`src/sv/kms_pkg.sv`:
```
// shared types, codes and helpers of the key macro sequencer
`timescale 1ns / 1ps

package kms_pkg;

   localparam int MAX_ENTRIES_DEFAULT = 16;
   localparam int MAX_RESULTS         = 32;
   localparam int RES_W               = $clog2(MAX_RESULTS + 1);
   localparam int CSR_IDX_W           = 2;

   // input word kinds
   localparam logic [1:0] KIND_WRITE   = 2'd0;
   localparam logic [1:0] KIND_PRESS   = 2'd1;
   localparam logic [1:0] KIND_RELEASE = 2'd2;

   // configuration register indexes
   localparam logic [CSR_IDX_W-1:0] CSR_ENTRY_COUNT = 2'd0;
   localparam logic [CSR_IDX_W-1:0] CSR_DEFAULT_TAP = 2'd1;
   localparam logic [CSR_IDX_W-1:0] CSR_DEFAULT_WAIT = 2'd2;

   // table entry codes
   localparam logic [3:0] ET_ACTION    = 4'd0;
   localparam logic [3:0] ET_TAP       = 4'd1;
   localparam logic [3:0] ET_PRESS     = 4'd2;
   localparam logic [3:0] ET_RELEASE   = 4'd3;
   localparam logic [3:0] ET_TAP_TIME  = 4'd4;
   localparam logic [3:0] ET_WAIT_TIME = 4'd5;
   localparam logic [3:0] ET_PAUSE     = 4'd6;
   localparam logic [3:0] ET_ROUTE_11  = 4'd7;
   localparam logic [3:0] ET_ROUTE_12  = 4'd8;
   localparam logic [3:0] ET_ROUTE_21  = 4'd9;
   localparam logic [3:0] ET_ROUTE_22  = 4'd10;

   typedef enum logic [1:0] {
      MODE_TAP     = 2'd0,
      MODE_PRESS   = 2'd1,
      MODE_RELEASE = 2'd2
   } mode_type;

   typedef enum logic [1:0] {
      SRC_ENTRY  = 2'd0,
      SRC_MACRO1 = 2'd1,
      SRC_MACRO2 = 2'd2
   } src_type;

   typedef struct packed {
      logic [1:0]  kind;
      logic [3:0]  entry_index;
      logic [3:0]  entry_type;
      logic [7:0]  entry_action;
      logic [31:0] entry_first_param;
      logic [31:0] entry_second_param;
      logic [31:0] macro_first_param;
      logic [31:0] macro_second_param;
   } req_type;

   typedef struct packed {
      logic [7:0]  action_id;
      logic [31:0] action_first_param;
      logic [31:0] action_second_param;
      logic        is_press;
      logic [31:0] delay_ms;
      logic        last;
   } rsp_type;

   typedef struct packed {
      logic [3:0]  etype;
      logic [7:0]  action;
      logic [31:0] p1;
      logic [31:0] p2;
   } tbl_entry_type;

   typedef struct packed {
      logic wr_entry;
      logic start_press;
      logic start_release;
      logic rd_en;
      logic apply_ctrl;
      logic clear_src;
      logic latch_action;
      logic idx_inc;
      logic push;
      logic second;
      logic flush;
   } cmd_type;

   typedef struct packed {
      logic idx_done;
      logic is_ctrl;
      logic at_pause;
      logic mode_tap;
      logic hold_valid;
      logic out_free;
      logic count_last;
   } status_type;

   function automatic logic [31:0] pick(src_type s, logic [31:0] own,
                                        logic [31:0] m1, logic [31:0] m2);
      logic [31:0] r;
      unique case (s)
         SRC_MACRO1: r = m1;
         SRC_MACRO2: r = m2;
         default:    r = own;
      endcase
      return r;
   endfunction

endpackage

```
`src/sv/kms_datapath.sv`:
```
// macro table, walk state, event hold stage and output register
`timescale 1ns / 1ps

module kms_datapath #(
   parameter int MAX_ENTRIES = kms_pkg::MAX_ENTRIES_DEFAULT
) (
   input  logic                           clock,
   input  logic                           reset,
   input  kms_pkg::req_type               req_data,
   input  logic                           csr_valid,
   input  logic [kms_pkg::CSR_IDX_W-1:0]  csr_index,
   input  logic [31:0]                    csr_data,
   input  kms_pkg::cmd_type               cmd,
   output kms_pkg::status_type            status,
   output logic                           rsp_valid,
   input  logic                           rsp_ready,
   output kms_pkg::rsp_type               rsp_data
);

   localparam int IDX_W = (MAX_ENTRIES > 1) ? $clog2(MAX_ENTRIES) : 1;
   localparam int CNT_W = $clog2(MAX_ENTRIES + 1);

   kms_pkg::tbl_entry_type mem [MAX_ENTRIES];
   kms_pkg::tbl_entry_type rd_ff;

   logic [4:0]  entry_count_ff, entry_count_in;
   logic [31:0] tap_def_ff, tap_def_in;
   logic [31:0] wait_def_ff, wait_def_in;

   logic [CNT_W-1:0]        idx_ff, idx_in;
   kms_pkg::mode_type       mode_ff, mode_in;
   logic [31:0]             tap_ff, tap_in;
   logic [31:0]             wait_ff, wait_in;
   kms_pkg::src_type        src1_ff, src1_in;
   kms_pkg::src_type        src2_ff, src2_in;
   logic [31:0]             m1_ff, m1_in;
   logic [31:0]             m2_ff, m2_in;
   logic [7:0]              act_id_ff, act_id_in;
   logic [31:0]             act_p1_ff, act_p1_in;
   logic [31:0]             act_p2_ff, act_p2_in;
   logic [kms_pkg::RES_W-1:0] res_cnt_ff, res_cnt_in;
   logic                    hold_valid_ff, hold_valid_in;
   kms_pkg::rsp_type        hold_ff, hold_in;
   logic                    rsp_valid_ff, rsp_valid_in;
   kms_pkg::rsp_type        rsp_ff, rsp_in;

   logic [CNT_W-1:0]  used;
   logic [IDX_W+3:0]  wr_wide;
   logic [IDX_W-1:0]  wr_addr;
   logic              wr_ok;
   logic              is_ctrl;
   kms_pkg::rsp_type  ev;

   assign wr_wide = {{IDX_W{1'b0}}, req_data.entry_index};
   assign wr_addr = wr_wide[IDX_W-1:0];
   assign wr_ok   = 32'(req_data.entry_index) < 32'(MAX_ENTRIES);

   always_comb begin
      if (32'(entry_count_ff) > 32'(MAX_ENTRIES)) begin
         used = CNT_W'(MAX_ENTRIES);
      end else begin
         used = CNT_W'(entry_count_ff);
      end
   end

   always_comb begin
      unique case (rd_ff.etype) inside
         kms_pkg::ET_TAP, kms_pkg::ET_PRESS, kms_pkg::ET_RELEASE,
         kms_pkg::ET_TAP_TIME, kms_pkg::ET_WAIT_TIME,
         kms_pkg::ET_ROUTE_11, kms_pkg::ET_ROUTE_12,
         kms_pkg::ET_ROUTE_21, kms_pkg::ET_ROUTE_22: is_ctrl = 1'b1;
         default: is_ctrl = 1'b0;
      endcase
   end

   // event built from the latched action and the current mode, or the release half of a tap when second is set
   always_comb begin
      ev.action_id           = act_id_ff;
      ev.action_first_param  = act_p1_ff;
      ev.action_second_param = act_p2_ff;
      ev.last                = 1'b0;
      if (cmd.second) begin
         ev.is_press = 1'b0;
         ev.delay_ms = wait_ff;
      end else begin
         ev.is_press = (mode_ff != kms_pkg::MODE_RELEASE);
         ev.delay_ms = (mode_ff == kms_pkg::MODE_TAP) ? tap_ff : wait_ff;
      end
   end

   always_comb begin
      entry_count_in = entry_count_ff;
      tap_def_in     = tap_def_ff;
      wait_def_in    = wait_def_ff;
      idx_in         = idx_ff;
      mode_in        = mode_ff;
      tap_in         = tap_ff;
      wait_in        = wait_ff;
      src1_in        = src1_ff;
      src2_in        = src2_ff;
      m1_in          = m1_ff;
      m2_in          = m2_ff;
      act_id_in      = act_id_ff;
      act_p1_in      = act_p1_ff;
      act_p2_in      = act_p2_ff;
      res_cnt_in     = res_cnt_ff;
      hold_valid_in  = hold_valid_ff;
      hold_in        = hold_ff;
      rsp_valid_in   = rsp_valid_ff;
      rsp_in         = rsp_ff;

      if (csr_valid) begin
         unique case (csr_index)
            kms_pkg::CSR_ENTRY_COUNT:  entry_count_in = csr_data[4:0];
            kms_pkg::CSR_DEFAULT_TAP:  tap_def_in     = csr_data;
            kms_pkg::CSR_DEFAULT_WAIT: wait_def_in    = csr_data;
            default: ;
         endcase
      end

      if (cmd.start_press || cmd.start_release) begin
         idx_in     = '0;
         mode_in    = kms_pkg::MODE_TAP;
         src1_in    = kms_pkg::SRC_ENTRY;
         src2_in    = kms_pkg::SRC_ENTRY;
         m1_in      = req_data.macro_first_param;
         m2_in      = req_data.macro_second_param;
         res_cnt_in = '0;
         tap_in     = cmd.start_press ? tap_def_ff : 32'd0;
         wait_in    = cmd.start_press ? wait_def_ff : 32'd0;
      end

      if (cmd.apply_ctrl) begin
         unique case (rd_ff.etype)
            kms_pkg::ET_TAP:       mode_in = kms_pkg::MODE_TAP;
            kms_pkg::ET_PRESS:     mode_in = kms_pkg::MODE_PRESS;
            kms_pkg::ET_RELEASE:   mode_in = kms_pkg::MODE_RELEASE;
            kms_pkg::ET_TAP_TIME:  tap_in  = rd_ff.p1;
            kms_pkg::ET_WAIT_TIME: wait_in = rd_ff.p1;
            kms_pkg::ET_ROUTE_11:  src1_in = kms_pkg::SRC_MACRO1;
            kms_pkg::ET_ROUTE_12:  src2_in = kms_pkg::SRC_MACRO1;
            kms_pkg::ET_ROUTE_21:  src1_in = kms_pkg::SRC_MACRO2;
            kms_pkg::ET_ROUTE_22:  src2_in = kms_pkg::SRC_MACRO2;
            default: ;
         endcase
      end

      if (cmd.latch_action) begin
         act_id_in = rd_ff.action;
         act_p1_in = kms_pkg::pick(src1_ff, rd_ff.p1, m1_ff, m2_ff);
         act_p2_in = kms_pkg::pick(src2_ff, rd_ff.p2, m1_ff, m2_ff);
      end
      if (cmd.latch_action || cmd.clear_src) begin
         src1_in = kms_pkg::SRC_ENTRY;
         src2_in = kms_pkg::SRC_ENTRY;
      end

      if (cmd.idx_inc) begin
         idx_in = idx_ff + CNT_W'(1);
      end

      if (rsp_valid_ff && rsp_ready) begin
         rsp_valid_in = 1'b0;
      end
      // one word waits in hold so the final one can be flagged
      if (cmd.push) begin
         if (hold_valid_ff) begin
            rsp_in       = hold_ff;
            rsp_valid_in = 1'b1;
         end
         hold_in       = ev;
         hold_valid_in = 1'b1;
         res_cnt_in    = res_cnt_ff + kms_pkg::RES_W'(1);
      end else if (cmd.flush) begin
         rsp_in        = hold_ff;
         rsp_in.last   = 1'b1;
         rsp_valid_in  = 1'b1;
         hold_valid_in = 1'b0;
      end
   end

   always_ff @(posedge clock) begin
      if (cmd.wr_entry && wr_ok) begin
         mem[wr_addr] <= '{etype:  req_data.entry_type,
                           action: req_data.entry_action,
                           p1:     req_data.entry_first_param,
                           p2:     req_data.entry_second_param};
      end
      if (cmd.rd_en) begin
         rd_ff <= mem[idx_ff[IDX_W-1:0]];
      end
   end

   always_ff @(posedge clock) begin
      if (reset) begin
         entry_count_ff <= '0;
         tap_def_ff     <= '0;
         wait_def_ff    <= '0;
         idx_ff         <= '0;
         res_cnt_ff     <= '0;
         hold_valid_ff  <= 1'b0;
         rsp_valid_ff   <= 1'b0;
      end else begin
         entry_count_ff <= entry_count_in;
         tap_def_ff     <= tap_def_in;
         wait_def_ff    <= wait_def_in;
         idx_ff         <= idx_in;
         res_cnt_ff     <= res_cnt_in;
         hold_valid_ff  <= hold_valid_in;
         rsp_valid_ff   <= rsp_valid_in;
      end
   end

   always_ff @(posedge clock) begin
      mode_ff   <= mode_in;
      tap_ff    <= tap_in;
      wait_ff   <= wait_in;
      src1_ff   <= src1_in;
      src2_ff   <= src2_in;
      m1_ff     <= m1_in;
      m2_ff     <= m2_in;
      act_id_ff <= act_id_in;
      act_p1_ff <= act_p1_in;
      act_p2_ff <= act_p2_in;
      hold_ff   <= hold_in;
      rsp_ff    <= rsp_in;
   end

   assign status.idx_done   = (idx_ff >= used);
   assign status.is_ctrl    = is_ctrl;
   assign status.at_pause   = (rd_ff.etype == kms_pkg::ET_PAUSE);
   assign status.mode_tap   = (mode_ff == kms_pkg::MODE_TAP);
   assign status.hold_valid = hold_valid_ff;
   assign status.out_free   = !rsp_valid_ff || rsp_ready;
   assign status.count_last = (res_cnt_ff == kms_pkg::RES_W'(kms_pkg::MAX_RESULTS - 1));

   assign rsp_valid = rsp_valid_ff;
   assign rsp_data  = rsp_ff;

endmodule

```
`src/sv/kms_ctrl.sv`:
```
// sequencer state machine that walks the macro table
`timescale 1ns / 1ps

module kms_ctrl (
   input  logic                 clock,
   input  logic                 reset,
   input  logic                 req_valid,
   input  logic [1:0]           req_kind,
   output logic                 req_ready,
   input  kms_pkg::status_type  status,
   output kms_pkg::cmd_type     cmd
);

   typedef enum logic [5:0] {
      S_IDLE   = 6'b000001,
      S_READ   = 6'b000010,
      S_EXEC   = 6'b000100,
      S_EMIT1  = 6'b001000,
      S_EMIT2  = 6'b010000,
      S_FINISH = 6'b100000
   } state_type;

   typedef enum logic [1:0] {
      PH_PRESS = 2'd0,
      PH_SCAN  = 2'd1,
      PH_WALK  = 2'd2
   } phase_type;

   state_type state_ff, state_in;
   phase_type phase_ff, phase_in;
   logic      can_push;

   assign req_ready = (state_ff == S_IDLE);
   assign can_push  = !status.hold_valid || status.out_free;

   always_comb begin
      cmd      = '0;
      state_in = state_ff;
      phase_in = phase_ff;
      unique case (state_ff)
         S_IDLE: begin
            if (req_valid) begin
               unique case (req_kind)
                  kms_pkg::KIND_WRITE: cmd.wr_entry = 1'b1;
                  kms_pkg::KIND_PRESS: begin
                     cmd.start_press = 1'b1;
                     phase_in        = PH_PRESS;
                     state_in        = S_READ;
                  end
                  kms_pkg::KIND_RELEASE: begin
                     cmd.start_release = 1'b1;
                     phase_in          = PH_SCAN;
                     state_in          = S_READ;
                  end
                  default: ;
               endcase
            end
         end
         S_READ: begin
            if (status.idx_done) begin
               state_in = S_FINISH;
            end else begin
               cmd.rd_en = 1'b1;
               state_in  = S_EXEC;
            end
         end
         S_EXEC: begin
            if (status.is_ctrl) begin
               cmd.apply_ctrl = 1'b1;
               cmd.idx_inc    = 1'b1;
               state_in       = S_READ;
            end else if (status.at_pause) begin
               if (phase_ff == PH_PRESS) begin
                  state_in = S_FINISH;
               end else begin
                  // the first pause on release starts the emitting walk
                  phase_in    = PH_WALK;
                  cmd.idx_inc = 1'b1;
                  state_in    = S_READ;
               end
            end else if (phase_ff == PH_SCAN) begin
               cmd.clear_src = 1'b1;
               cmd.idx_inc   = 1'b1;
               state_in      = S_READ;
            end else begin
               cmd.latch_action = 1'b1;
               state_in         = S_EMIT1;
            end
         end
         S_EMIT1: begin
            if (can_push) begin
               cmd.push = 1'b1;
               if (status.count_last) begin
                  state_in = S_FINISH;
               end else if (status.mode_tap) begin
                  state_in = S_EMIT2;
               end else begin
                  cmd.idx_inc = 1'b1;
                  state_in    = S_READ;
               end
            end
         end
         S_EMIT2: begin
            if (can_push) begin
               cmd.push   = 1'b1;
               cmd.second = 1'b1;
               if (status.count_last) begin
                  state_in = S_FINISH;
               end else begin
                  cmd.idx_inc = 1'b1;
                  state_in    = S_READ;
               end
            end
         end
         S_FINISH: begin
            if (!status.hold_valid) begin
               state_in = S_IDLE;
            end else if (status.out_free) begin
               cmd.flush = 1'b1;
               state_in  = S_IDLE;
            end
         end
         default: state_in = S_IDLE;
      endcase
   end

   always_ff @(posedge clock) begin
      if (reset) begin
         state_ff <= S_IDLE;
         phase_ff <= PH_PRESS;
      end else begin
         state_ff <= state_in;
         phase_ff <= phase_in;
      end
   end

endmodule

```
`src/sv/key_macro_sequencer_top.sv`:
```
// key macro sequencer top level: controller, datapath and checks
`timescale 1ns / 1ps

// Usage:
// req_* carries one word: a table write, a macro key press or a key release.
// csr_* writes the entry count (0), the default tap time (1) and the default
// wait time (2); it is always ready and must be written only while the block is
// idle, which the block itself does not enforce. rsp_* carries the key events a
// trigger causes, the final one with last set. A table write leaves the block
// ready again at once. A trigger walks the table one entry at a time through a
// registered read: each entry is read, then executed; a press or release action
// then emits its event, a tap action emits a press and then a release event, and
// a finish step flushes the last event. The first event shows up one event
// behind the walk, since each event waits in a hold stage until the next one is
// known. Events leave through an output register; when the receiver stalls, the
// walk stops at the next event until a slot frees up. req_ready is high only
// between triggers. Synchronous reset clears the counters, the configuration
// registers and the valid flags, sets the state machine to idle and drops
// rsp_valid; the table contents are undefined until written.

module key_macro_sequencer_top #(
   parameter int MAX_ENTRIES = kms_pkg::MAX_ENTRIES_DEFAULT
) (
   input  logic                           clock,
   input  logic                           reset,
   input  logic                           req_valid,
   output logic                           req_ready,
   input  kms_pkg::req_type               req_data,
   output logic                           rsp_valid,
   input  logic                           rsp_ready,
   output kms_pkg::rsp_type               rsp_data,
   input  logic                           csr_valid,
   output logic                           csr_ready,
   input  logic [kms_pkg::CSR_IDX_W-1:0]  csr_index,
   input  logic [31:0]                    csr_data
);

   kms_pkg::cmd_type    cmd;
   kms_pkg::status_type status;

   assign csr_ready = 1'b1;

   kms_ctrl u_ctrl (
      .clock     (clock),
      .reset     (reset),
      .req_valid (req_valid),
      .req_kind  (req_data.kind),
      .req_ready (req_ready),
      .status    (status),
      .cmd       (cmd)
   );

   kms_datapath #(
      .MAX_ENTRIES (MAX_ENTRIES)
   ) u_datapath (
      .clock     (clock),
      .reset     (reset),
      .req_data  (req_data),
      .csr_valid (csr_valid),
      .csr_index (csr_index),
      .csr_data  (csr_data),
      .cmd       (cmd),
      .status    (status),
      .rsp_valid (rsp_valid),
      .rsp_ready (rsp_ready),
      .rsp_data  (rsp_data)
   );

   // nothing may wait in the hold stage between triggers
   a_idle_hold_empty: assert property (@(posedge clock) disable iff (reset)
      req_ready |-> !status.hold_valid)
      else $error("event left in hold stage while idle");

   // a push never overwrites the output register while it is stalled
   a_push_room: assert property (@(posedge clock) disable iff (reset)
      cmd.push |-> (!status.hold_valid || status.out_free))
      else $error("event pushed without room");

   a_flush_ok: assert property (@(posedge clock) disable iff (reset)
      cmd.flush |-> (status.hold_valid && status.out_free))
      else $error("final event flushed without data or room");

   a_rsp_hold: assert property (@(posedge clock) disable iff (reset)
      (rsp_valid && !rsp_ready) |=> (rsp_valid && $stable(rsp_data)))
      else $error("stalled result word changed");

endmodule
```
`config.mk`:
```
export PLATFORM = sky130hd
export DESIGN_NAME = key_macro_sequencer_top
export DESIGN_NICKNAME = d
export VERILOG_FILES = /design/src/sv/kms_pkg.sv /design/src/sv/kms_datapath.sv /design/src/sv/kms_ctrl.sv /design/src/sv/key_macro_sequencer_top.sv
export SDC_FILE = /design/constraint.sdc
export NUM_CORES = 2
export LEC_CHECK = 0
export BUFFER_PORTS_ARGS = -buffer_cell sky130_fd_sc_hd__buf_2
export CAP_MARGIN = 20
export CORE_MARGIN = 2
export CORE_UTILIZATION = 50
export DETAILED_ROUTE_END_ITERATION = 10
export PLACE_DENSITY_LB_ADDON = 0.25
export SLEW_MARGIN = 10
export SYNTH_ARGS = -nofsm -noshare
export SYNTH_HDL_FRONTEND = slang
export SYNTH_SLANG_ARGS = --single-unit
```
`constraint.sdc`:
```
create_clock -name clock -period 15.3 [get_ports clock]
set_clock_uncertainty 0.2 [all_clocks]
set_input_delay 1.53 -clock clock [delete_from_list [all_inputs] [get_ports clock]]
set_output_delay 1.53 -clock clock [all_outputs]
set_load 0.1 [all_outputs]
```
After elaboration in Yosys (flattened, before gate mapping):

Memories as Yosys holds them, arrays and structs flattened. A register that Yosys moved wholly into a read port is not among the register bits.
Index checks and enable logic that the tools add are counted.

* register bits after elaboration: 507
* RAM bits: 1216
* bits of input ports: 185
* output and inout bits: 109
* logic and storage cells: 181
* memories kept: 1

* $add $sub $neg: 2
* magnitude comparators: 2
* equal/unequal tests: 37
* muxes and demuxes: 86
* reductions and logical operators: 23

Memory list
* u_datapath.mem: words 16, width 76, read ports 1, clocked after Yosys merged registers in 1, write ports 1, line kms_datapath.sv:23 `kms_pkg::tbl_entry_type mem [MAX_ENTRIES];`

Operator list (number)
* 32-bit 2-to-1 mux: 10
* 106-bit 2-to-1 mux: 3
* 32-bit one-hot mux with 2 select lines: 2
* 6-bit 2-to-1 mux: 14
* 6-bit one-hot mux with 6 select lines: 1
* 1-bit 2-to-1 mux: 27
* 2-bit 2-to-1 mux: 13
* 5-bit 2-to-1 mux: 4
* 4-bit by 3-bit equality test with 1-bit output (second input constant): 4
* 2-bit one-hot mux with 2 select lines: 4
* 4-bit equality test (second input constant): 3
* 6-bit by 5-bit equality test with 1-bit output (second input constant): 2
* 3-bit 2-to-1 mux: 4
* 2-bit != test (second input constant): 6
* 2-bit by 1-bit equality test with 1-bit output (second input constant): 5
* 9-bit OR reduction: 1
* 2-bit equality test (second input constant): 4
* 4-bit by 2-bit equality test with 1-bit output (second input constant): 2
* 2-bit logical NOT: 4
* 2-bit AND reduction: 4
* 2-bit nonzero test: 4
* 6-bit by 1-bit adder with 6-bit output (second input constant): 1
* 6-bit by 1-bit equality test with 1-bit output (second input constant): 1
* 6-bit by 2-bit equality test with 1-bit output (second input constant): 1
* other kinds (20): 26

Logic depth before layout (Yosys ltp):

* depth in word-level cells: 8
* gate-level depth with buffers: 10
* depth with buffers taken out: 8

Modules after synthesis:

From an unflattened synthesis, not the netlist that was laid out.

* cell total of the unflattened synthesis: 3372
* area total of the unflattened synthesis: 66314.9 sq um

Modules (own cells, without submodules)
* kms_datapath: instances 1, cells each 3279, area an instance 65601.7 sq um, seq. area each 52260.1 sq um
* kms_ctrl: instances 1, cells each 91, area an instance 701.9 sq um, seq. area each 160.2 sq um
* key_macro_sequencer_top: instances 1, cells each 2, area an instance 11.3 sq um, seq. area each 0.0 sq um

Worst setup path after synthesis:

No wires, ideal clock.

* path kind: input-to-reg
* start: input req_data[144] (netlist name)
* end: memory u_datapath.mem[4][0] (netlist name), enable pin
* setup time: 0.605 ns
* arrival time: 7.397 ns
* data required time: 14.495 ns
* path slack: 7.099 ns
* stages: 5
* buffers on the path: 0
* cells stage by stage: inv_1 -> ha_1 -> nand4_1 -> or3_1 -> nor3_1

* word-level cells in the longest chain between the ends: 6

Ends and longest elaborated chain
* start: declaration: line key_macro_sequencer_top.sv:28 `input kms_pkg::req_type req_data,`
* 2-bit logical NOT: line kms_ctrl.sv:43 `unique case (req_kind)`
* 1-bit 2-to-1 mux: line kms_ctrl.sv:43
* 3-bit 2-to-1 mux: line kms_ctrl.sv:42 `if (req_valid) begin`
* 3-bit 2-to-1 mux: line kms_ctrl.sv:40 `unique case (state_ff)`
* 1-bit 2-to-1 mux: line kms_datapath.sv:183 `if (cmd.wr_entry && wr_ok) begin`
* 1-bit 2-to-1 mux (not written as such): line kms_datapath.sv:184 `mem[wr_addr] <= '{etype: req_data.entry_type,`
* end: declaration: line kms_datapath.sv:23

Every way passes these cells.

Final worst setup path:

* start: register u_ctrl.state_ff[3]
* end: output req_ready

* word-level cells in the longest chain between the ends: 1

Ends and longest elaborated chain
* start: declaration: line kms_ctrl.sv:29 `state_type state_ff, state_in;`
* start signal: assignment: line kms_ctrl.sv:132 `state_ff <= state_in;`
* 6-bit by 1-bit equality test with 1-bit output: line kms_ctrl.sv:33 `assign req_ready = (state_ff == S_IDLE);`
* end: declaration: line key_macro_sequencer_top.sv:27 `output logic req_ready,`

Every way passes these cells.

==> flow_summary.toml <==
[timing]
final.period_utilization_pct = 29.7
fin_worst_hold_slack_ps = 201
setup-violations-final = 0
final_hold_vios = 0
timing.fmax_ghz = 0.220
rsz_0062_raised_after_global_routing = "no"
final_max_slew_viol_count = 0
finalCriticalPeriod_ps = 4540
final.setup.worst_slack_ps = 10760
worst_slew_pin_slew_ps = 1280
max-slew-margin-rel_pct = 14.6
tns_ps = 0

[routing]
drt_first_iter_violations = 3842
drt_pass1_iterations = 5
detailroute.via_count = 32800
wl_um = 160000
final_antenna_net_count = 0
wl_per_cell_um = 29.1
viasPerCell = 5.98
drc = 0

[synthesis]
synth_area_leader_cell = "sky130_fd_sc_hd__edfxtp_1"
ys_async_sr_fraction_pct = 0
yosysWarningCount = 0
synth_sequential_area_ratio_pct = 78.8
mean_post_synth_cell_area_um2 = 20.7
most_used_standard_cell_by_instance_count_after_synthesis = "sky130_fd_sc_hd__edfxtp_1"
largest_cells_by_area_after_synthesis = "sky130_fd_sc_hd__edfxtp_1 (74%), sky130_fd_sc_hd__mux4_2 (13%), sky130_fd_sc_hd__dfxtp_1 (4.8%)"
synthesized_flop_and_latch_total = 1799
synth_top_flop_cell = "sky130_fd_sc_hd__edfxtp_1"
synth-edff-count = 1639
ys_types = 56
synth_area_um2 = 66500
synth_top_area_share_pct = 74.0
synth_fp_nets = 3415
synth_top_cells_by_count = "sky130_fd_sc_hd__edfxtp_1 (1639), sky130_fd_sc_hd__mux4_2 (380), sky130_fd_sc_hd__nand2_1 (214)"
synthesis.instances = 3216

[clock_network]
clock_tree_root_driver_cell = "sky130_fd_sc_hd__clkbuf_16"
post-cts-setup-buffer-count = 0
cts_buffer_depth = 3
clk-insertion-delay-late_ps = 810
tritoncts = "done"
number_of_buffers_created_by_cts = 177
htreeDepth = 4
path_clk_slew_ps = 60
post_cts_resize_count = 0
ctsHoldBuffers = 0
cts_sinks = 1799

[critical_path]
timing.reg2reg.setup_slack_ps = 11170
critical_path_arrival_ps = 2810
timing.critical_path.required_ps = 13570
r2r_start = "u_ctrl.state_ff[3]$_SDFFE_PP0P_"
critical_path.max_fanout = 12
critical_path.endpoint_type = "output pin"
r2r.worst_path.cells = 5
startpoint_type = "flop"
crit_path_class = "flop to output pin"
endpoint_of_the_worst_register_to_register_path = "u_datapath.mem[3][53]$_DFFE_PP_"

[place]
dp_slack_ps = 10140
final_weighted_congestion_in_routability_driven_placement = 0.825
io_buffer_count = 292
hpwlAfterDp_um = 93900

[hold_path]
hold_path_class = "flop to flop"
hold_depth = 0
hold-path-endpoint = "u_datapath.hold_ff[95]$_DFFE_PP_"
hold_start = "u_datapath.act_p1_ff[29]$_DFFE_PP_"

[flow_run]
maxCapViolCount = 0

[run_status]
run_status = "completed"

[cells_and_area]
multi_input_area_um2 = 13400
final_net_count = 3775
layout.filler_cells = 9698
footprint_of_the_flip_flops_and_latches_um2 = 52400
layout_overhead_on_the_synthesized_area_pct = 13.9
final_layout_size_suffix_gt1_share_pct = 28.7

[global_route]
total_gr_overflow = 0
largest_net_degree_at_the_start_of_global_routing = 118
number_of_antenna_violations_at_the_first_check_in_global_routing = 44
grt_first_pass_wirelength_um = 229000
first_global_vias = 32000
global_route.usage.total_pct = 23.6

[floorplan]
floorplan.die_area_um2 = 136000
placement_rows = 133
floorplan.die.height_um = 369
pin_count = 294
core_region_area_um2 = 132000
die_w_um = 369
floorplan.initialDensity_pct = 50.4

[pwr]
p_per_area_nw_per_um2 = 130
cell_leakage_power_nw = 23.8
max-vdd-ir-drop_mv = 0.105
## critical path, cell delays in order (launching register included)
cell and delay (ps):
sky130_fd_sc_hd__dfxtp_1 420, sky130_fd_sc_hd__or4_4 610, sky130_fd_sc_hd__nor2_1 470, sky130_fd_sc_hd__buf_2 530
## power breakdown
group | switching [mW] | internal (mW)
Combinational | 0.160 | 0.0584
Clock | 1.83 | 2.36
Sequential | 0.0309 | 5.41
Total | 2.02 | 7.82
## stage by stage
| stage | instance area [um^2] | util, % | std cells | power [mW] |
|---|---|---|---|---|
| detailed placement | 70100 | 53.2 | 5150 | 5.76 |
| finish | 75700 | 57.5 | 5488 | 9.84 |
| global placement | 70100 | 53.2 | 5149 | 5.75 |
| CTS | 75700 | 57.4 | 5470 | 9.91 |
| floorplan | 66500 | - | 3216 | 5.64 |
| global route | 75700 | 57.5 | 5479 | 10.1 |
## cells by family after synthesis
logic type | Yosys count | share of synthesized area, %
DFF | 1799 | 78.8
muxes | 418 | 13.5
and+or+nand+nor | 411 | 2.70
AOI/OAI and AO/OA | 380 | 3.46
buffers and inverters | 191 | 1.19
adders and majority gates | 14 | 0.263
xor gates and xnor gates | 2 | 0.0264
other | 1 | 0.00564
## metal layers
layer  wire length [um]  global-route usage [%]  part of all wire, %
met1              66400                    34.2                   42
met2              74000                    35.5                   46
met3              15300                    6.20                  9.6
met4               4060                    7.39                  2.5
met5                101                       0                0.063
## cell type report
cell class                 instances  share of cell area [%]
timing repair buffer             356                    2.64
sequential                      1799                    69.2
inverter                          16                  0.0892
clock inverter                   105                    1.29
clock buffer                     215                    6.09
tap                             1755                    2.90
multi-input combinational       1226                    17.7
antenna                           16                  0.0529
## worst max-delay path by stage
stage / start / endpoint / slack, ps
2_1_floorplan: req_data[144] / u_datapath.mem[4][0]$_DFFE_PP_ / 7100
3_3_place_gp: req_data[144] / u_datapath.mem[3][3]$_DFFE_PP_ / 10170
3_5_place_dp: req_data[145] / u_datapath.mem[3][2]$_DFFE_PP_ / 10140
4_1_cts: u_ctrl.state_ff[3]$_SDFFE_PP0P_ / req_ready / 10750
5_1_grt: u_ctrl.state_ff[3]$_SDFFE_PP0P_ / req_ready / 10690
6_report: u_ctrl.state_ff[3]$_SDFFE_PP0P_ / req_ready / 10760
## state kept, by name, summed over array words and instances, names as in the netlist, 32 cells and up
signal,cells
u_datapath.tap_ff,32
u_datapath.m1_ff,32
u_datapath.rsp_data,106
u_datapath.wait_def_ff,32
u_datapath.tap_def_ff,32
u_datapath.wait_ff,32
u_datapath.act_p2_ff,32
u_datapath.hold_ff,105
u_datapath.rd_ff,76
u_datapath.m2_ff,32
u_datapath.mem,1216
u_datapath.act_p1_ff,32
## placed cells by master, fill, tap and decap left out, drive strengths merged, types with 24 or more instances in the layout
master,synthesis,routed
mux2,32,32
inv,16,24
clkinv,0,81
edfxtp,1639,1639
nor2,106,106
o21ai,79,79
a21oi,151,151
buf,57,356
dfxtp,160,160
nand2,214,214
clkbuf,118,215
mux4,380,380
a22oi,130,130
Note: power is estimated with default switching activity, not from simulation.
